`config.mk`:
```
export PLATFORM = sky130hd
export DESIGN_NAME = rdm_isqrt
export DESIGN_NICKNAME = d
export VERILOG_FILES = /design/src/hdl/radial_displacement_map_gen_macros.svh /design/src/hdl/rdm_pkg.sv /design/src/hdl/rdm_isqrt.sv
export SDC_FILE = /design/constraint.sdc
export NUM_CORES = 1
export LEC_CHECK = 0
export BUFFER_PORTS_ARGS = -buffer_cell sky130_fd_sc_hd__buf_2
export CAP_MARGIN = 20
export CORE_AREA = 2 2 199 201
export DETAILED_ROUTE_END_ITERATION = 6
export DIE_AREA = 0 0 201 203
export GPL_TIMING_DRIVEN = 1
export MAX_ROUTING_LAYER = met4
export PLACE_DENSITY = 0.52
export SLEW_MARGIN = 40
export SYNTH_ARGS = -nofsm -noshare
export SYNTH_HDL_FRONTEND = slang
export SYNTH_SLANG_ARGS = --single-unit
```
`constraint.sdc`:
```
create_clock -name clk -period 13.1 [get_ports clk]
set_clock_uncertainty 0.2 [all_clocks]
set_input_delay 0.655 -clock clk [delete_from_list [all_inputs] [get_ports clk]]
set_output_delay 0.655 -clock clk [all_outputs]
set_load 0.1 [all_outputs]
```
`src/hdl/radial_displacement_map_gen_macros.svh`:
```
// Assertion helpers shared by the displacement map generator.
`ifndef RADIAL_DISPLACEMENT_MAP_GEN_MACROS_SVH
`define RADIAL_DISPLACEMENT_MAP_GEN_MACROS_SVH

// Same-cycle implication, disabled while reset is asserted.
`define RDM_ASSERT_IMPL(label, ck, rn, a, c, msg) \
    label: assert property (@(posedge ck) disable iff (!(rn)) (a) |-> (c)) else $error(msg);

// Next-cycle implication, disabled while reset is asserted.
`define RDM_ASSERT_NEXT(label, ck, rn, a, c, msg) \
    label: assert property (@(posedge ck) disable iff (!(rn)) (a) |=> (c)) else $error(msg);

`endif

```
`src/hdl/rdm_pkg.sv`:
```
// ----------------------------------------------------------------------------
// rdm_pkg
// Shared widths, constants and pipeline latencies of the displacement map
// generator.
// ----------------------------------------------------------------------------
`default_nettype none

package rdm_pkg;

    localparam int COORD_W  = 7;    // pixel index
    localparam int NORM_W   = 17;   // Q1.15 coordinate, signed
    localparam int RAD2_W   = 32;   // Q2.30 squared radius
    localparam int ROOT_W   = 16;   // Q1.15 radius
    localparam int INNER_W  = 16;   // Q0.16 inner radius
    localparam int BAND_W   = 17;   // Q0.16 band, 0..65536
    localparam int CODE_W   = 8;
    localparam int QUO_W    = 9;    // displacement quotient bits
    localparam int AMP_W    = 25;   // scaled magnitude, 2^-16 dropped

    localparam int SQRT_LAT = 4;
    localparam int BAND_LAT = 7;
    localparam int CODE_LAT = 6;
    localparam int PIPE_LAT = 2 + SQRT_LAT + BAND_LAT + CODE_LAT;

    localparam logic [INNER_W-1:0] INNER_RESET = 16'd38011;
    localparam logic [17:0]        SMOOTH_K    = 18'd196608;   // 3.0 in Q2.16
    localparam logic [ROOT_W-1:0]  LEN_ONE     = 16'd32768;    // 1.0 in Q1.15
    localparam logic [BAND_W-1:0]  BAND_ONE    = 17'd65536;
    localparam logic [CODE_W-1:0]  CODE_MID    = 8'd128;
    localparam logic [CODE_W-1:0]  CODE_MAX    = 8'd255;
    localparam logic [CODE_W-1:0]  CODE_MIN    = 8'd0;

endpackage

`default_nettype wire

```
`src/hdl/rdm_isqrt.sv`:
```
// ----------------------------------------------------------------------------
// rdm_isqrt
// Pipelined integer square root, two radicand bits per step, four steps
// per register stage.
// ----------------------------------------------------------------------------
`default_nettype none

module rdm_isqrt (
    input  logic                       clk,
    input  logic                       en,
    input  logic [rdm_pkg::RAD2_W-1:0] rad2,
    output logic [rdm_pkg::ROOT_W-1:0] root
);
    import rdm_pkg::*;

    localparam int STEPS = ROOT_W / SQRT_LAT;
    localparam int REM_W = ROOT_W + 4;

    logic [RAD2_W-1:0] v_reg    [SQRT_LAT];
    logic [REM_W-1:0]  rem_reg  [SQRT_LAT];
    logic [ROOT_W-1:0] root_reg [SQRT_LAT];

    genvar g;
    generate
        for (g = 0; g < SQRT_LAT; g++)
        begin : g_stage
            logic [RAD2_W-1:0] v_in;
            logic [REM_W-1:0]  rem_in;
            logic [ROOT_W-1:0] root_in;
            logic [REM_W-1:0]  rem_next;
            logic [ROOT_W-1:0] root_next;
            logic [REM_W-1:0]  cur;
            logic [REM_W-1:0]  trial;

            if (g == 0)
            begin : g_first
                assign v_in    = rad2;
                assign rem_in  = '0;
                assign root_in = '0;
            end
            else
            begin : g_rest
                assign v_in    = v_reg[g-1];
                assign rem_in  = rem_reg[g-1];
                assign root_in = root_reg[g-1];
            end

            always_comb
            begin
                rem_next  = rem_in;
                root_next = root_in;
                cur       = '0;
                trial     = '0;
                for (int j = 0; j < STEPS; j++)
                begin
                    // bring down the next bit pair and try root*4+1
                    cur   = {rem_next[REM_W-3:0],
                             v_in[2*(ROOT_W-1-(g*STEPS+j)) +: 2]};
                    trial = {2'b00, root_next, 2'b01};
                    if (cur >= trial)
                    begin
                        rem_next  = cur - trial;
                        root_next = {root_next[ROOT_W-2:0], 1'b1};
                    end
                    else
                    begin
                        rem_next  = cur;
                        root_next = {root_next[ROOT_W-2:0], 1'b0};
                    end
                end
            end

            always_ff @(posedge clk)
            begin
                if (en)
                begin
                    v_reg[g]    <= v_in;
                    rem_reg[g]  <= rem_next;
                    root_reg[g] <= root_next;
                end
            end
        end
    endgenerate

    assign root = root_reg[SQRT_LAT-1];

endmodule

`default_nettype wire

```
==> metrics.md <==
| Metric | Value |
|---|---|
| Combinational share of power | `0.674` |
| Multiplexer share of the synthesized area | `0.0270` |
| DRT Wirelength | `between 40 and 50 mm` |
| Num ports | `50` |
| Synth area leaders | `edfxtp_1 28%, ha_1 12%, xnor2_1 5.4%` |
| DRC | `0` |
| Die area | `~41000 um2` |
| Final hold violations | `0` |
| Final setup viols | `0` |
| Internal | `1990 uW` |
| Clock Tree Buf Depth | `2` |
| Synthesized instance count | `between 1500 and 2000` |
| Total Power | `~3800 uW` |
| Final setup TNS | `0 ns` |
| Largest family of logic cells by synthesized area | `compound AO/OA/AOI/OAI gates` |
| Detailed placer's ending HPWL | `34.6 mm` |
| LEAKAGE | `0.00685 uW` |
| Outcome | `completed` |
| FF-to-FF Start | `root_reg[1][7]` |
| Adder-cell share of the synthesized area | `0.124` |
| Postcts setup bufs | `0` |
| Routability Congestion | `around 0.88` |
| Drt first pass iters | `5` |
| Async set-reset flop share out of synthesis | `0` |
| Share of power burned in the clock network | `0.144` |
| CP Data Arrival Time | `11.59 ns` |
| HP Class | `in2reg` |
| CP endpoint kind | `flop` |
| Initial core utilization | `0.396` |
| Avg Cell Area, Syn | `between 8 and 9 um2` |
| Die W | `~200 um` |
| Cell repeated most along the worst path | `nor2_1` |
| Fraction of layout cells with a size suffix above 1 | `0.0928` |
| Clk pin slew, worst setup/hold paths | `0.07 ns` |
| Tot GR Track Use | `0.220` |
| Root buffer cell | `clkbuf_16` |
| Cell taking the most area after synthesis | `edfxtp_1` |
| Via count | `between 10000 and 15000` |
| Top FF cell, synth | `edfxtp_1` |
| Switch share | `0.483` |
| CP max-delay cell | `o311ai_0` |
| Final slew viol count | `0` |
| Warnings from Yosys | `0` |
| Clock Latency Late Sink | `between 0.4 and 0.5 ns` |
| Final instance area | `between 15000 and 20000 um2` |
| Multi-input gate area | `a little over 10000 um2` |
| Mapped Area | `15200 um2` |
| FILL cells | `about 3800` |
| Dpl cell area | `roughly 16000 um2` |
| WL/cell | `about 19 um` |
| Area grow syn2layout | `9.25%` |
| Period utilization | `0.884` |
| Net Sw Power | `1850 uW` |
| Max reg flops | `54` |
| Antenna cells | `0` |
| Max-Cap Viols | `0` |
| Top-count cell post-synth | `nor2_1` |
| Max-slew headroom | `0.435` |
| Die H | `a little over 200 um` |
| Initial antenna violation count | `0` |
| Power per Cell Area | `between 200 and 250 nW/um2` |
| Initial DRC count | `approximately 950` |
| CTS resizes | `0` |
| Synth Register Bits | `approximately 140` |
| Post-Synth XOR/XNOR Area | `0.0839` |
| Sequential power share | `0.182` |
| Hold Crit Start | `rad2[1]` |
| Vias in the first global route | `approximately 13000` |
| Worst Tran Pin Value | `0.847 ns` |
| H-tree depth | `4` |
| Post-route antenna net violation count | `0` |
| Crit. Startpoint | `root_reg[1][7]` |
| RSZ-0062 raised after global routing | `false` |
| Worst reg2reg setup slack | `about 1.5 ns` |
| TritonCTS buffer count | `17` |
| First-pass GRT wire length | `between 60 and 70 mm` |
| Post-synthesis compound-gate area fraction | `0.233` |
| Site row count | `72` |
| Tmin final | `about 12 ns` |
| Register Area | `4260 um2` |
| Core ar. | `38500 um2` |
| Via/cell ratio | `about 5.7` |
| CP peak stage delay | `around 0.7 ns` |
| Hold-fix buffers, CTS | `0` |
| WS Path Type | `reg2reg` |
| TritonCTS Sinks | `~140` |
| Worst Path Required | `13.11 ns` |
| Post-synthesis simple-gate area fraction | `0.210` |
| Synth top cells by count | `169 x nor2_1, 162 x a21oi_1, 151 x ha_1` |
| Post-synth EDFFs | `between 100 and 150` |
| CP max FO | `23` |
| Final Util | `0.433` |
| I/O Buffers | `49` |
| CTS tree | `yes` |
| Worst VDD drop | `around 0.12 mV` |
| Grt total ovfl | `0` |
| # nets final | `about 2000` |
| FMAX | `86.4 MHz` |
| Setup crit start kind | `flop` |
| Post-synthesis sequential area ratio | `0.280` |
| Largest net degree at the start of global routing | `between 90 and 100` |
| Synth unique cells | `105` |
| Area fraction of the dominant cell type after synthesis | `0.280` |
==> kinds of logic after synthesis <==
logic type,after synthesis
XOR/XNOR,146
AND/OR/NAND/NOR,628
AO/OA/AOI/OAI,525
flip-flops,142
adder cells (fa/ha/maj),151
other,1
multiplexers,37
buffers and inverters,156
==> through the flow <==
step,instances,hold WS [ns],worst slack (ns)
after floorplan,1787,0.200,3.19
after global placement,2316,0.202,1.85
after detailed placement,2317,0.205,1.56
after CTS,2349,0.137,1.53
after global routing,2349,0.150,0.675
final,2349,0.167,1.52
==> power by group through the flow <==
stage	Clock (uW)	Sequential, uW	Combinational [uW]
finish	552	699	2590
global route	582	709	2870
CTS	566	699	2560
detailed placement	0	708	2540
global placement	0	710	2540
floorplan	0	706	1970
==> final cells by class <==
cell class	count	area share
timing repair buffer	57	0.0189
inverter	111	0.0251
clock buffer	17	0.0255
clock inverter	15	0.0135
sequential	142	0.256
multi-input combinational	1489	0.622
tap	518	0.0389
==> worst max-delay path: cells and delay by family (launching register included) <==
family | cells | cell delay [ns]
adders and majority gates | 4 | 1.64
AOI/OAI and AO/OA | 11 | 3.00
DFF | 1 | 0.34
buffers and inverters | 6 | 1.36
and+or+nand+nor | 20 | 4.79
==> per-layer routing <==
layer | track usage | vias to the layer above | share of wire
met4 | 0.0728 | 0 | 0.024
met2 | 0.350 | 320 | 0.46
met3 | 0.0297 | 62 | 0.046
li1 | - | 6734 | -
met5 | - | - | 0
met1 | 0.289 | 6381 | 0.47
==> path summary, 6_finish.rpt <==
| kind | end | cells past startpoint |
|---|---|---|
| setup / recovery | rem_reg[2][13] | 41 |
| hold / removal | v_reg[0][1] | 1 |
| setup reg to reg | rem_reg[2][13] | 41 |
| hold reg to reg | v_reg[1][5] | 0 |
==> cell usage in the layout (no fill, tap or decap), types with 8 or more instances in the layout <==
master,instances
nand2_1,138
inv_1,103
o31ai_1,20
ha_1,151
xor2_1,52
buf_2,48
o211ai_1,16
o21ai_1,8
nor3_1,57
buf_4,8
a211oi_1,22
a211o_1,13
o21ai_0,89
or4_1,10
and2_1,12
nor2b_1,17
nand3_1,44
and3_1,28
or2_2,14
a31oi_1,17
clkbuf_16,17
edfxtp_1,142
o21bai_1,14
mux2i_1,13
nor2_1,169
a21oi_1,162
mux2_2,17
nor4_1,14
or3_1,14
o21a_1,14
nand2b_1,27
nand3b_1,10
xnor2_1,94
nand4_1,33
a21o_1,56
Power figures use the tool's default switching activity.
