`src/hdl/radial_displacement_map_gen_macros.svh`:
```
// Assertion helpers shared by the displacement map generator.
`ifndef RADIAL_DISPLACEMENT_MAP_GEN_MACROS_SVH
`define RADIAL_DISPLACEMENT_MAP_GEN_MACROS_SVH

// Same-cycle implication, disabled while reset is asserted.
`define RDM_ASSERT_IMPL(label, ck, rn, a, c, msg) \
    label: assert property (@(posedge ck) disable iff (!(rn)) (a) |-> (c)) else $error(msg);

// Next-cycle implication, disabled while reset is asserted.
`define RDM_ASSERT_NEXT(label, ck, rn, a, c, msg) \
    label: assert property (@(posedge ck) disable iff (!(rn)) (a) |=> (c)) else $error(msg);

`endif

```
`src/hdl/rdm_pkg.sv`:
```
// ----------------------------------------------------------------------------
// rdm_pkg
// Shared widths, constants and pipeline latencies of the displacement map
// generator.
// ----------------------------------------------------------------------------
`default_nettype none

package rdm_pkg;

    localparam int COORD_W  = 7;    // pixel index
    localparam int NORM_W   = 17;   // Q1.15 coordinate, signed
    localparam int RAD2_W   = 32;   // Q2.30 squared radius
    localparam int ROOT_W   = 16;   // Q1.15 radius
    localparam int INNER_W  = 16;   // Q0.16 inner radius
    localparam int BAND_W   = 17;   // Q0.16 band, 0..65536
    localparam int CODE_W   = 8;
    localparam int QUO_W    = 9;    // displacement quotient bits
    localparam int AMP_W    = 25;   // scaled magnitude, 2^-16 dropped

    localparam int SQRT_LAT = 4;
    localparam int BAND_LAT = 7;
    localparam int CODE_LAT = 6;
    localparam int PIPE_LAT = 2 + SQRT_LAT + BAND_LAT + CODE_LAT;

    localparam logic [INNER_W-1:0] INNER_RESET = 16'd38011;
    localparam logic [17:0]        SMOOTH_K    = 18'd196608;   // 3.0 in Q2.16
    localparam logic [ROOT_W-1:0]  LEN_ONE     = 16'd32768;    // 1.0 in Q1.15
    localparam logic [BAND_W-1:0]  BAND_ONE    = 17'd65536;
    localparam logic [CODE_W-1:0]  CODE_MID    = 8'd128;
    localparam logic [CODE_W-1:0]  CODE_MAX    = 8'd255;
    localparam logic [CODE_W-1:0]  CODE_MIN    = 8'd0;

endpackage

`default_nettype wire

```
`src/hdl/rdm_band.sv`:
```
// ----------------------------------------------------------------------------
// rdm_band
// Smoothstep edge band: ramp division over four stages, then the cubic.
// ----------------------------------------------------------------------------
`default_nettype none

module rdm_band (
    input  logic                        clk,
    input  logic                        en,
    input  logic [rdm_pkg::ROOT_W-1:0]  radius,
    input  logic [rdm_pkg::INNER_W-1:0] inner,
    output logic [rdm_pkg::BAND_W-1:0]  band
);
    import rdm_pkg::*;

    localparam int DIV_ST = 4;
    localparam int STEPS  = INNER_W / DIV_ST;

    logic [BAND_W-1:0]  den;
    logic [BAND_W-1:0]  dia;
    logic [BAND_W-1:0]  diff;
    logic               above;

    logic [BAND_W-1:0]  rem_reg  [DIV_ST+1];
    logic [INNER_W-1:0] quo_reg  [DIV_ST+1];
    logic               zero_reg [DIV_ST+1];
    logic               sat_reg  [DIV_ST+1];

    logic [BAND_W-1:0]  ramp;
    logic [33:0]        ramp_sq;
    logic [BAND_W-1:0]  ramp_reg;
    logic [32:0]        ramp_sq_reg;
    logic [17:0]        factor;
    logic [50:0]        cubic;
    logic [BAND_W-1:0]  band_reg;

    assign den   = BAND_ONE - {1'b0, inner};
    assign dia   = {radius, 1'b0};
    assign above = dia > {1'b0, inner};
    assign diff  = dia - {1'b0, inner};

    // prep: flag the flat inside and the clamped rim
    always_ff @(posedge clk)
    begin
        if (en)
        begin
            rem_reg[0]  <= diff;
            quo_reg[0]  <= '0;
            zero_reg[0] <= !above;
            sat_reg[0]  <= diff >= den;
        end
    end

    genvar g;
    generate
        for (g = 0; g < DIV_ST; g++)
        begin : g_div
            logic [BAND_W-1:0]  rem_next;
            logic [INNER_W-1:0] quo_next;
            logic [BAND_W:0]    cur;

            always_comb
            begin
                rem_next = rem_reg[g];
                quo_next = quo_reg[g];
                cur      = '0;
                for (int j = 0; j < STEPS; j++)
                begin
                    cur = {rem_next, 1'b0};
                    if (cur >= {1'b0, den})
                    begin
                        rem_next = BAND_W'(cur - {1'b0, den});
                        quo_next = {quo_next[INNER_W-2:0], 1'b1};
                    end
                    else
                    begin
                        rem_next = cur[BAND_W-1:0];
                        quo_next = {quo_next[INNER_W-2:0], 1'b0};
                    end
                end
            end

            always_ff @(posedge clk)
            begin
                if (en)
                begin
                    rem_reg[g+1]  <= rem_next;
                    quo_reg[g+1]  <= quo_next;
                    zero_reg[g+1] <= zero_reg[g];
                    sat_reg[g+1]  <= sat_reg[g];
                end
            end
        end
    endgenerate

    always_comb
    begin
        if (zero_reg[DIV_ST])
            ramp = '0;
        else if (sat_reg[DIV_ST])
            ramp = BAND_ONE;
        else
            ramp = {1'b0, quo_reg[DIV_ST]};
    end

    assign ramp_sq = ramp * ramp;
    assign factor  = SMOOTH_K - {ramp_reg, 1'b0};
    assign cubic   = ramp_sq_reg * factor;

    always_ff @(posedge clk)
    begin
        if (en)
        begin
            ramp_reg    <= ramp;
            ramp_sq_reg <= ramp_sq[32:0];
            band_reg    <= cubic[48:32];
        end
    end

    assign band = band_reg;

endmodule

`default_nettype wire

```
`config.mk`:
```
export PLATFORM = sky130hd
export DESIGN_NAME = rdm_band
export DESIGN_NICKNAME = d
export VERILOG_FILES = /design/src/hdl/radial_displacement_map_gen_macros.svh /design/src/hdl/rdm_pkg.sv /design/src/hdl/rdm_band.sv
export SDC_FILE = /design/constraint.sdc
export NUM_CORES = 2
export LEC_CHECK = 0
export ABC_AREA = 1
export BUFFER_PORTS_ARGS = -buffer_cell sky130_fd_sc_hd__clkbuf_2
export CAP_MARGIN = 15
export CORE_MARGIN = 2
export CORE_UTILIZATION = 45
export DETAILED_ROUTE_END_ITERATION = 10
export MAX_ROUTING_LAYER = met4
export PLACE_DENSITY_LB_ADDON = 0.2
export SYNTH_ARGS = -nofsm -noshare
export SYNTH_HDL_FRONTEND = slang
export SYNTH_SLANG_ARGS = --single-unit
```
`constraint.sdc`:
```
create_clock -name clk -period 18.6 [get_ports clk]
set_input_delay 3.72 -clock clk [delete_from_list [all_inputs] [get_ports clk]]
set_output_delay 3.72 -clock clk [all_outputs]
set_load 0.005 [all_outputs]
```
==> impl_metrics.env <==
export IMPL_synth_top_family_by_area="adder cells"
export IMPL_critPathCaptureType="register"
export IMPL_drtAntennaViolNets=0
export IMPL_numPortBuffers=50
export IMPL_die_area_sq_mm=0.1042
export IMPL_grtUsageMet2_pct=41.77
export IMPL_crit_path_max_incr_delay_ns=0.65
export IMPL_gr_total_overflow=0
export IMPL_clock_path_buffers=2
export IMPL_syn_area_per_cell_sq_um=7.834
export IMPL_path_common_cell="nand2_1"
export IMPL_yosys_area_top_type_share_pct=28.49
export IMPL_outcome="finished, final reports clean"
export IMPL_busiest_layer="met2"
export IMPL_synthCells=5839
export IMPL_synth_simple_area_share_pct=19.37
export IMPL_grt_pass1_vias=37940
export IMPL_synth_edf_count=183
export IMPL_syn_to_final_growth_pct=5.394
export IMPL_hpwl_um=105100
export IMPL_drive_above_1_share_pct=4.762
export IMPL_initial_core_util_pct=45.54
export IMPL_synth_cell_types=64
export IMPL_layout_commonest_cell="nand2_1"
export IMPL_ctsHoldBuffers=0
export IMPL_synthXorXnorAreaFrac_pct=5.381
export IMPL_synth_cell_area_sq_mm=0.04574
export IMPL_worstSetupStartpointType="input pin"
export IMPL_path_clk_slew_ns=0.09
export IMPL_vias=37690
export IMPL_hold_viol=0
export IMPL_hold_class="reg2reg"
export IMPL_fin_crit_ns=15.22
export IMPL_h_tree_depth=4
export IMPL_max_freq_ghz=0.06572
export IMPL_cts_root_buf="clkbuf_16"
export IMPL_setup_violations=0
export IMPL_wl_per_cell_um=17.91
export IMPL_pin_count=51
export IMPL_cp_data_arrival_time_ns=15.48
export IMPL_vias_per_cell=5.222
export IMPL_yosysTopAreaCell="fa_1"
export IMPL_use_met1_pct=36.32
export IMPL_max_slew_margin_pct=26.22
export IMPL_crit_type="in2reg"
export IMPL_synth_async_reset_ratio_pct=0
export IMPL_synth_seq_cells=183
export IMPL_cts_tree="built"
export IMPL_cts_sinks=183
export IMPL_max_slew_worst_pin_slew_ns=1.107
export IMPL_finalSetupTns_ns=0
export IMPL_synth_flop_cell="edfxtp_1"
export IMPL_largest_register_ffs=68
export IMPL_synth_compound_area_share_pct=9.536
export IMPL_routed_wl_um=129300
export IMPL_yosysWarningCount=0
export IMPL_ys_seq_area_share_pct=12.01
export IMPL_yosys_top_cells_area="fa_1, ha_1, edfxtp_1"
export IMPL_finalCritPeriodShare_pct=81.80
export IMPL_fp_dieH_um=322.8
export IMPL_finClkSkew_ns=0.02876
export IMPL_grt_max_degree=86
export IMPL_drv_cap=0
export IMPL_place_congestion=0.9388
export IMPL_insertion_delay_ns=0.53
export IMPL_coreArea_sq_mm=0.1004
export IMPL_row_count=116
export IMPL_cts_resized=0
export IMPL_fin_nets=7054
export IMPL_synthAdderAreaFrac_pct=42.72
export IMPL_rsz0062_at_grt="no"
export IMPL_post_cts_setup_buffer_count=0
export IMPL_drc=0
export IMPL_final_max_slew_violation_count=0
export IMPL_mostFrequentLayoutCells="nand2_1, inv_1, fa_1"
export IMPL_numCtsBuffers=17
export IMPL_reg2reg_setup_slack_ns=8.11
export IMPL_firstDrtPassIters=5
export IMPL_drt_iter0_drc=2622
export IMPL_synthMuxAreaShare_pct=0
export IMPL_n_fill_cell=10170
export IMPL_slowest_stage="o21ai_0"
export IMPL_gr_usage_met3_pct=4.239
export IMPL_antenna_found_initial=1
export IMPL_grt_pass1_wl_um=208100
export IMPL_die_x_um=322.8
export IMPL_critPathMaxFanout=27
export IMPL_cp_required_ns=18.87
export IMPL_track_usage_pct=26.57
==> synthesized netlist by cell type (9+ instances only) <==
cell type,instances
a211oi_1,10
o21ai_1,21
o21bai_1,44
fa_1,651
a21o_1,16
clkbuf_1,106
or2_2,13
o211ai_1,11
xor2_1,184
nand4_1,46
ha_1,520
xnor2_1,97
nand2_1,1241
o21a_1,16
buf_1,10
nand3b_1,9
inv_2,18
a31oi_1,16
nand2_2,63
nand3_2,15
and2_1,17
a21oi_1,314
edfxtp_1,183
inv_1,1150
o21ai_0,267
buf_2,9
nor2_1,491
nand3_1,151
nor3_1,32
==> critical path: cells and delay by family <==
family / cells / cell delay, ns
simple gates: 34 / 4.18
compound gates: 12 / 3.27
buf+inv: 12 / 2.43
fa+ha+maj: 5 / 1.67
xor+xnor: 1 / 0.15
==> per-stage QoR <==
stage / cell area (sq um) / worst slack [ns] / utilization [%] / instances / hold slack, ns
6_report: 48210 / 3.385 / 48.00 / 7217 / 0.4146
5_1_grt: 48210 / 2.090 / 48.00 / 7216 / 0.4253
4_1_cts: 48150 / 3.479 / 47.94 / 7214 / 0.4160
3_5_place_dp: 47620 / 2.984 / 47.41 / 7185 / 0.4045
3_3_place_gp: 47620 / 3.231 / 47.41 / 7185 / 0.4011
2_1_floorplan: 45870 / 4.682 / - / 5874 / 0.4003
==> final timing paths <==
check,endpoint,startpoint,depth (start not counted)
setup / recovery,rem_reg[0][32],inner[0],64
hold / removal,quo_reg[0][53],quo_reg[0][33],0
setup reg to reg,band[14],ramp_reg[0],36
hold reg to reg,quo_reg[0][53],quo_reg[0][33],0
==> metal layers <==
layer  part of all wire (%)  routed length [um]  up-vias
met2                     45               58730      983
met4                    1.9                2479        0
met3                    6.6                8522      133
li1                       -                   -    18250
met1                     46               59540    18320
met5                      0                   0        -
==> logic make-up (layout without fill, tap and decap cells) <==
family / count (synthesis) / after routing
adder cells (fa/ha/maj): 1171 / 1171
XOR/XNOR: 281 / 281
buffers and inverters: 1313 / 1298
flip-flops: 183 / 183
other: 2 / 38
AO/OA/AOI/OAI: 773 / 773
AND/OR/NAND/NOR: 2116 / 2116
==> cell type report <==
cell class              count  area (sq um)  area share, %
inverters                1178          4429          9.188
repair buffers             91         606.8          1.259
clock inverters            11         102.6         0.2128
diodes                      1         2.502       0.005191
clock buffers              18         429.2         0.8902
multi-input cells        4378         35440          73.52
flip-flops and latches    183          5495          11.40
well taps                1357          1698          3.522
Power is left out: the tool's default activity adds up to more than one toggle a clock period on the data nets, which glitch-free logic cannot reach.
