==> src/hdl/radial_displacement_map_gen_macros.svh <==
// Assertion helpers shared by the displacement map generator.
`ifndef RADIAL_DISPLACEMENT_MAP_GEN_MACROS_SVH
`define RADIAL_DISPLACEMENT_MAP_GEN_MACROS_SVH

// Same-cycle implication, disabled while reset is asserted.
`define RDM_ASSERT_IMPL(label, ck, rn, a, c, msg) \
    label: assert property (@(posedge ck) disable iff (!(rn)) (a) |-> (c)) else $error(msg);

// Next-cycle implication, disabled while reset is asserted.
`define RDM_ASSERT_NEXT(label, ck, rn, a, c, msg) \
    label: assert property (@(posedge ck) disable iff (!(rn)) (a) |=> (c)) else $error(msg);

`endif

==> src/hdl/rdm_pkg.sv <==
// ----------------------------------------------------------------------------
// rdm_pkg
// Shared widths, constants and pipeline latencies of the displacement map
// generator.
// ----------------------------------------------------------------------------
`default_nettype none

package rdm_pkg;

    localparam int COORD_W  = 7;    // pixel index
    localparam int NORM_W   = 17;   // Q1.15 coordinate, signed
    localparam int RAD2_W   = 32;   // Q2.30 squared radius
    localparam int ROOT_W   = 16;   // Q1.15 radius
    localparam int INNER_W  = 16;   // Q0.16 inner radius
    localparam int BAND_W   = 17;   // Q0.16 band, 0..65536
    localparam int CODE_W   = 8;
    localparam int QUO_W    = 9;    // displacement quotient bits
    localparam int AMP_W    = 25;   // scaled magnitude, 2^-16 dropped

    localparam int SQRT_LAT = 4;
    localparam int BAND_LAT = 7;
    localparam int CODE_LAT = 6;
    localparam int PIPE_LAT = 2 + SQRT_LAT + BAND_LAT + CODE_LAT;

    localparam logic [INNER_W-1:0] INNER_RESET = 16'd38011;
    localparam logic [17:0]        SMOOTH_K    = 18'd196608;   // 3.0 in Q2.16
    localparam logic [ROOT_W-1:0]  LEN_ONE     = 16'd32768;    // 1.0 in Q1.15
    localparam logic [BAND_W-1:0]  BAND_ONE    = 17'd65536;
    localparam logic [CODE_W-1:0]  CODE_MID    = 8'd128;
    localparam logic [CODE_W-1:0]  CODE_MAX    = 8'd255;
    localparam logic [CODE_W-1:0]  CODE_MIN    = 8'd0;

endpackage

`default_nettype wire

==> src/hdl/rdm_code.sv <==
// ----------------------------------------------------------------------------
// rdm_code
// One displacement axis: scale the coordinate by the band and 127, divide
// by the radius, then center on 128 and clamp.
// ----------------------------------------------------------------------------
`default_nettype none

module rdm_code (
    input  logic                              clk,
    input  logic                              en,
    input  logic signed [rdm_pkg::NORM_W-1:0] coord,
    input  logic [rdm_pkg::BAND_W-1:0]        band,
    input  logic [rdm_pkg::ROOT_W-1:0]        radius,
    output logic [rdm_pkg::CODE_W-1:0]        code
);
    import rdm_pkg::*;

    localparam int DIV_ST = 3;
    localparam int STEPS  = QUO_W / DIV_ST;

    logic [NORM_W-1:0]   mag;
    logic [33:0]         prod;
    logic [33:0]         prod_reg;
    logic                neg_reg   [DIV_ST+2];
    logic [ROOT_W-1:0]   len_reg   [DIV_ST+2];
    logic [40:0]         scaled;
    logic [AMP_W-1:0]    rem_reg   [DIV_ST+1];
    logic [QUO_W-1:0]    quo_reg   [DIV_ST+1];
    logic                frac_reg  [DIV_ST+1];
    logic                ovf_reg   [DIV_ST+1];
    logic [QUO_W:0]      up;
    logic                inexact;
    logic [CODE_W-1:0]   code_next;
    logic [CODE_W-1:0]   code_reg;

    assign mag  = coord[NORM_W-1] ? NORM_W'(-coord) : NORM_W'(coord);
    assign prod = mag * band;

    always_ff @(posedge clk)
    begin
        if (en)
        begin
            prod_reg   <= prod;
            neg_reg[0] <= coord[NORM_W-1];
            len_reg[0] <= (radius == '0) ? LEN_ONE : radius;
        end
    end

    // times 127, drop the 2^-16 part but remember whether it was nonzero
    assign scaled = {prod_reg, 7'b0} - {7'b0, prod_reg};

    always_ff @(posedge clk)
    begin
        if (en)
        begin
            rem_reg[0]  <= scaled[40:16];
            quo_reg[0]  <= '0;
            frac_reg[0] <= |scaled[15:0];
            ovf_reg[0]  <= scaled[40:16] >= (AMP_W'(len_reg[0]) << QUO_W);
            neg_reg[1]  <= neg_reg[0];
            len_reg[1]  <= len_reg[0];
        end
    end

    genvar g;
    generate
        for (g = 0; g < DIV_ST; g++)
        begin : g_div
            logic [AMP_W-1:0] rem_next;
            logic [QUO_W-1:0] quo_next;
            logic [AMP_W-1:0] sub;

            always_comb
            begin
                rem_next = rem_reg[g];
                quo_next = quo_reg[g];
                sub      = '0;
                for (int j = 0; j < STEPS; j++)
                begin
                    sub = AMP_W'(len_reg[g+1]) << (QUO_W-1-(g*STEPS+j));
                    if (rem_next >= sub)
                    begin
                        rem_next = rem_next - sub;
                        quo_next[QUO_W-1-(g*STEPS+j)] = 1'b1;
                    end
                end
            end

            always_ff @(posedge clk)
            begin
                if (en)
                begin
                    rem_reg[g+1]  <= rem_next;
                    quo_reg[g+1]  <= quo_next;
                    frac_reg[g+1] <= frac_reg[g];
                    ovf_reg[g+1]  <= ovf_reg[g];
                    neg_reg[g+2]  <= neg_reg[g+1];
                    len_reg[g+2]  <= len_reg[g+1];
                end
            end
        end
    endgenerate

    // negative side rounds the offset up, so floor of 128 - x holds
    assign inexact = frac_reg[DIV_ST] || (rem_reg[DIV_ST] != '0);
    assign up      = {1'b0, quo_reg[DIV_ST]} + {{QUO_W{1'b0}}, inexact};

    always_comb
    begin
        if (neg_reg[DIV_ST+1])
        begin
            if (ovf_reg[DIV_ST] || up > (QUO_W+1)'(CODE_MID))
                code_next = CODE_MIN;
            else
                code_next = CODE_MID - up[CODE_W-1:0];
        end
        else
        begin
            if (ovf_reg[DIV_ST] || quo_reg[DIV_ST] > QUO_W'(CODE_MAX - CODE_MID))
                code_next = CODE_MAX;
            else
                code_next = CODE_MID + quo_reg[DIV_ST][CODE_W-1:0];
        end
    end

    always_ff @(posedge clk)
    begin
        if (en)
            code_reg <= code_next;
    end

    assign code = code_reg;

endmodule

`default_nettype wire

==> config.mk <==
export PLATFORM = sky130hd
export DESIGN_NAME = rdm_code
export DESIGN_NICKNAME = d
export VERILOG_FILES = /design/src/hdl/radial_displacement_map_gen_macros.svh /design/src/hdl/rdm_pkg.sv /design/src/hdl/rdm_code.sv
export SDC_FILE = /design/constraint.sdc
export NUM_CORES = 1
export LEC_CHECK = 0
export ABC_AREA = 1
export BUFFER_PORTS_ARGS = -buffer_cell sky130_fd_sc_hd__buf_2
export CORE_UTILIZATION = 30
export CTS_BUF_LIST = sky130_fd_sc_hd__clkbuf_8
export CTS_CLUSTER_SIZE = 28
export DETAILED_ROUTE_END_ITERATION = 12
export HOLD_SLACK_MARGIN = 0.08
export SLEW_MARGIN = 20
export SYNTH_ARGS = -nofsm -noshare
export SYNTH_HDL_FRONTEND = slang
export SYNTH_SLANG_ARGS = --single-unit
==> constraint.sdc <==
create_clock -name clk -period 9.8 [get_ports clk]
set_clock_uncertainty 0.15 [all_clocks]
set_input_delay 0.98 -clock clk [delete_from_list [all_inputs] [get_ports clk]]
set_output_delay 0.98 -clock clk [all_outputs]
set_load 0.005 [all_outputs]
==> results of run 1 <==
## cells in the final DEF, fill, tap and decap left out, drive strengths merged, types with 15 or more instances in the layout
cell type,netlist,final
nor2,274,274
nand2,921,921
edfxtp,237,237
inv,662,671
a21oi,216,216
nand3,134,134
fa,233,233
clkbuf,70,47
a31oi,15,15
xor2,104,104
ha,299,299
nand4,54,54
nor3,42,42
buf,21,70
o21ai,228,228
nand3b,17,17
or2,19,19
xnor2,87,87
nor4,22,22
## worst max-delay path by stage
stage / to / slack, ns / cells after the start
2_1_floorplan: prod_reg[30] / 1.19 / 39
3_3_place_gp: prod_reg[30] / 0.86 / 35
3_5_place_dp: prod_reg[30] / 0.85 / 35
4_1_cts: rem_reg[3][8] / 1.15 / 38
5_1_grt: rem_reg[3][0] / 0.32 / 39
6_report: rem_reg[3][8] / 1.19 / 38
## final cells by class
cell class              count  area, um^2  share of cell area, %
repair buffers             70         388                   1.21
multi-input cells        2759       19500                   60.8
flip-flops and latches    237        7120                   22.2
well taps                1276        1600                   4.98
clock inverters            27         305                  0.953
diodes                      2        5.00                 0.0156
inverters                 664        2490                   7.79
clock buffers              47         647                   2.02
## cell families (layout without fill, tap and decap cells)
group	count (synthesis)	in the layout	share of synthesized area [%]
AOI/OAI and AO/OA	543	543	10.3
buffers and inverters	755	808	9.84
and+or+nand+nor	1492	1492	21.5
muxes	1	1	0.0339
xor gates and xnor gates	191	191	5.67
other	0	2	0
adders and majority gates	532	532	28.5
DFF	237	237	24.1
## synthesized netlist by cell type, drive strengths merged
cell | number | area [um^2]
clkinv | 2 | 7.51
nand2 | 921 | 3540
a2111oi | 2 | 17.5
fa | 233 | 4660
o21a | 11 | 82.6
o31ai | 9 | 67.6
inv | 662 | 2490
or3 | 3 | 18.8
o21bai | 12 | 93.8
a21boi | 12 | 90.1
or4 | 2 | 15.0
nand3 | 134 | 711
a41o | 1 | 10.0
clkbuf | 70 | 263
mux2i | 1 | 10.0
a31oi | 15 | 93.8
o21ai | 228 | 1190
nand3b | 17 | 128
edfxtp | 237 | 7120
a211oi | 7 | 57.6
xor2 | 104 | 911
ha | 299 | 3740
or2 | 19 | 119
nor4 | 22 | 138
a221oi | 2 | 17.5
o221ai | 5 | 43.8
and2 | 1 | 6.26
a41oi | 1 | 8.76
nor3 | 42 | 210
a21oi | 216 | 1090
a211o | 2 | 17.5
xnor2 | 87 | 762
nor2 | 274 | 1100
a21o | 10 | 75.1
nor3b | 3 | 22.5
o211ai | 6 | 50.1
buf | 21 | 145
o2111ai | 4 | 35.0
nand4 | 54 | 350
## metal layers
layer | GRT usage [%] | wire length, um | vias up
met4 | 5.88 | 2920 | 2
met2 | 28.4 | 37700 | 526
met3 | 2.20 | 3560 | 151
met5 | 0 | 13 | -
met1 | 19.5 | 34200 | 11400
li1 | - | - | 12200
## worst register-to-register path, delay by kind of cell (launching register included)
family                     cells  cell delay (ns)
DFF                            1             0.39
AOI/OAI and AO/OA              7             1.94
adders and majority gates      3             1.22
and+or+nand+nor               20             2.61
buffers and inverters          8             2.07
## per-stage QoR
stage / utilization (%) / setup WS [ns] / area [um^2] / cells / hold slack (ns)
CTS: 33.0 / 1.15 / 32000 / 5080 / 0.271
global placement: 32.0 / 0.862 / 31100 / 5006 / 0.253
floorplan: - / 1.19 / 29500 / 3751 / 0.250
finish: 33.0 / 1.19 / 32000 / 5082 / 0.269
detailed placement: 32.0 / 0.848 / 31100 / 5006 / 0.256
global route: 33.0 / 0.321 / 32000 / 5082 / 0.280
==> results.tsv, run 1 <==
metric	value	unit
critical path arrival	8.81	ns
Largest delay share family, worst path	simple AND/OR/NAND/NOR gates	
number of global-route vias before repair	24500	
largest net degree at the start of global routing	126	
total core area	0.0970	mm^2
deepest clock path buffer count	3	
final hold viol count	0	
I/O Pins	60	
Yosys cell types	58	
Die Area	0.0996	mm^2
Num CTS Buffers	46	
crit path max fanout	24	
Setup CP Type	register to register	
drt wl/cell	15.4	um
max FFs per register	100	
Critical Path RT	10.00	ns
RSZ-0062 raised after global routing	no	
Fmax	0.116	GHz
clock root buffer	clkbuf_8	
starting density of the core	30.4	%
fin crit share	87.8	%
Port Buffer Count	59	
clock tree from TritonCTS	done	
global route overflow	0	
# hold bufs at CTS	0	
CP endpoint kind	register	
failing checks	DRC	
Rows	114	
clock sinks	237	
clk_lat worst skew	0.63	ns
CP max stage delay	0.55	ns
cts repair resizes	0	
Worst Hold End	frac_reg[2]	
Post-Syn Area per Cell	7.87	um^2
Worst setup SP type	register	
reg-to-reg endpoint	rem_reg[3][8]	
register area share after synthesis	24.1	%
worst slew pin tran	1.00	ns
Vias	24200	
TNS Setup	0	ns
detail-routed via count per cell	4.77	
mapped cell area	0.0295	mm^2
hold depth	0	
hold_sp	frac_reg[1]	
Max-Slew Margin vs Limit	33.2	%
gpl congestion	0.913	
Worst path most repeated cell	nand2_1	
post-route ant nets	0	
DRC errors left	1	
GRT Overall Usage	16.0	%
die height	316	um
R2R depth	38	
global-route wire length before repair	127	mm
Slew Viols, Final	0	
WP buf/inv	8	
setup violators final	0	
synthesized flop and latch total	237	
status	finished with violations	
minimum clock period	8.61	ns
Reg clk slew, reported paths	0.06	ns
max-cap violations	0	
worst setup path start	len_reg[0][62]	
P&R area growth vs syn	8.59	%
r2r startpoint	len_reg[0][62]	
DRT iter0 DRCs	1322	
Layout Nets	4362	
Synth Instances	3751	
initial antenna violation count	4	
wirelength, routed	78.4	mm
Hold/Removal Path Class	register to register	
layout cells sized above 1	5.99	%
DPL Wire Length	65.6	mm
R2R Setup Slk	1.19	ns
DRT Pass-1 Iters	11	
setup bufs post-CTS	0	
Die W	316	um
H-tree depth	2	
Crit-path slowest cell	inv_1	
syn_nets	4335	
# fillers	10300	
Ys Warns	0	
Power of run 1 is left out: the tool's default activity adds up to more than one toggle a clock period on the data nets, which glitch-free logic cannot reach.
==> inputs of run 2 (changes only) <==
Settings changed: PLACE_DENSITY set to 0.49.
==> results.tsv, run 2 (synthesis results as in run 1) <==
metric	value	unit	change
DRC errors left	0		-1
Die Area	0.0996	mm^2	unchanged
post-route ant nets	0		unchanged
Hold/Removal Path Class	register to register		
Setup CP Type	register to register		
DPL Wire Length	68.1	mm	+3.9%
DRT iter0 DRCs	1463		+11%
Port Buffer Count	59		unchanged
Slew Viols, Final	0		unchanged
Critical Path RT	9.98	ns	-0.02 ns
hold_sp	ovf_reg[0]		
cts repair resizes	0		unchanged
clock sinks	237		unchanged
Rows	114		unchanged
Max-Slew Margin vs Limit	28.0	%	-5.2 points
number of global-route vias before repair	23800		-3.0%
FF+latch area	0.00712	mm^2	unchanged
status	complete, no violations		
global-route wire length before repair	130	mm	+1.8%
clock tree from TritonCTS	done		
reg-to-reg endpoint	rem_reg[1][7]		
Layout Nets	4369		+0.16%
H-tree depth	2		unchanged
Worst Hold End	ovf_reg[1]		
area taken by multi-input logic gates	0.0195	mm^2	unchanged
critical path arrival	8.79	ns	-0.02 ns
Worst path most repeated cell	nand2_1		
Die W	316	um	unchanged
GRT Overall Usage	16.5	%	+0.49 points
CP endpoint kind	register		
TNS Setup	0	ns	unchanged
R2R Setup Slk	1.19	ns	about the same
CP max stage delay	0.56	ns	about the same
I/O Pins	60		unchanged
setup bufs post-CTS	0		unchanged
commonest non-fill, non-tap cell in the layout	nand2_1		
clk_lat worst skew	0.62	ns	about the same
max FFs per register	100		unchanged
initial antenna violation count	2		-2
Num CTS Buffers	44		-4.3%
minimum clock period	8.61	ns	+0.00434 ns
Crit-path slowest cell	nor2_4		
worst slew pin tran	1.08	ns	+0.0782 ns
WP buf/inv	5		-3
RSZ-0062 raised after global routing	no		
R2R depth	39		+2.6%
starting density of the core	30.4	%	unchanged
detail-routed via count per cell	4.73		-0.92%
wirelength, routed	81.7	mm	+4.3%
drt wl/cell	16.0	um	+4.0%
Reg clk slew, reported paths	0.06	ns	about the same
r2r startpoint	len_reg[0][22]		
die height	316	um	unchanged
deepest clock path buffer count	3		unchanged
gpl congestion	0.913		about the same
hold depth	0		unchanged
P&R area growth vs syn	8.47	%	
Fmax	0.116	GHz	about the same
most frequent cells in the layout	893 x nand2_1, 666 x inv_1, 299 x ha_1, 257 x nor2_1, 237 x edfxtp_1		
total core area	0.0970	mm^2	unchanged
fin crit share	87.9	%	about the same
Worst setup SP type	register		
layout cells sized above 1	6.15	%	+0.16 points
# hold bufs at CTS	0		unchanged
DRT Pass-1 Iters	7		-4
max-cap violations	0		unchanged
# fillers	10300		-0.15%
global route overflow	0		unchanged
Vias	24100		-0.63%
final hold viol count	0		unchanged
clock root buffer	clkbuf_8		
crit path max fanout	34		+42%
setup violators final	0		unchanged
Largest delay share family, worst path	compound AO/OA/AOI/OAI gates		
largest net degree at the start of global routing	160		+27%
[run 2: cell type report]
type | count | area share, %
Antenna cell | 1 | 0.00782
Clock buffer | 45 | 1.94
Clock inverter | 36 | 0.688
Inverter | 664 | 7.80
Multi-Input combinational cell | 2759 | 60.9
Sequential cell | 237 | 22.2
Tap cell | 1276 | 4.99
Timing Repair Buffer | 79 | 1.46
[run 2: metrics by stage]
stage	cell area (um^2)	std cells	worst slack, ns	utilization, %	hold WS, ns
final	32000	5097	1.19	33.0	0.250
after CTS	32000	5096	1.15	33.0	0.249
after global placement	31200	5015	0.898	32.1	0.253
after detailed placement	31200	5015	0.779	32.1	0.256
after global routing	32000	5097	0.317	33.0	0.261
after floorplan	29500	3751	1.19	-	0.250
[run 2: worst max-delay path by stage]
stage                   startpoint             to  slack, ns  depth (start not counted)
floorplan                 coord[0]   prod_reg[30]       1.19                         39
global placement          coord[0]   prod_reg[30]       0.90                         35
detailed placement        coord[0]   prod_reg[30]       0.78                         35
CTS                 len_reg[0][20]  rem_reg[1][7]       1.15                         40
global route        len_reg[0][22]  rem_reg[1][7]       0.32                         39
finish              len_reg[0][22]  rem_reg[1][7]       1.19                         39
[run 2: worst reg2reg max path, delay by kind of cell, from the launching register on]
family	cells	cell delay [ns]
and+or+nand+nor	15	2.21
DFF	1	0.45
adders and majority gates	3	1.10
AOI/OAI and AO/OA	16	3.50
buffers and inverters	5	0.91
[run 2: layer usage]
metal  vias up  track usage [%]  part of all wire, %
met3       120             1.90                  3.5
met5         -                0                0.015
met1     11300             21.7                   46
met4         2             4.84                  2.8
met2       427             28.2                   48
li1      12200                -                    -
Power of run 2 is left out for the same reason.
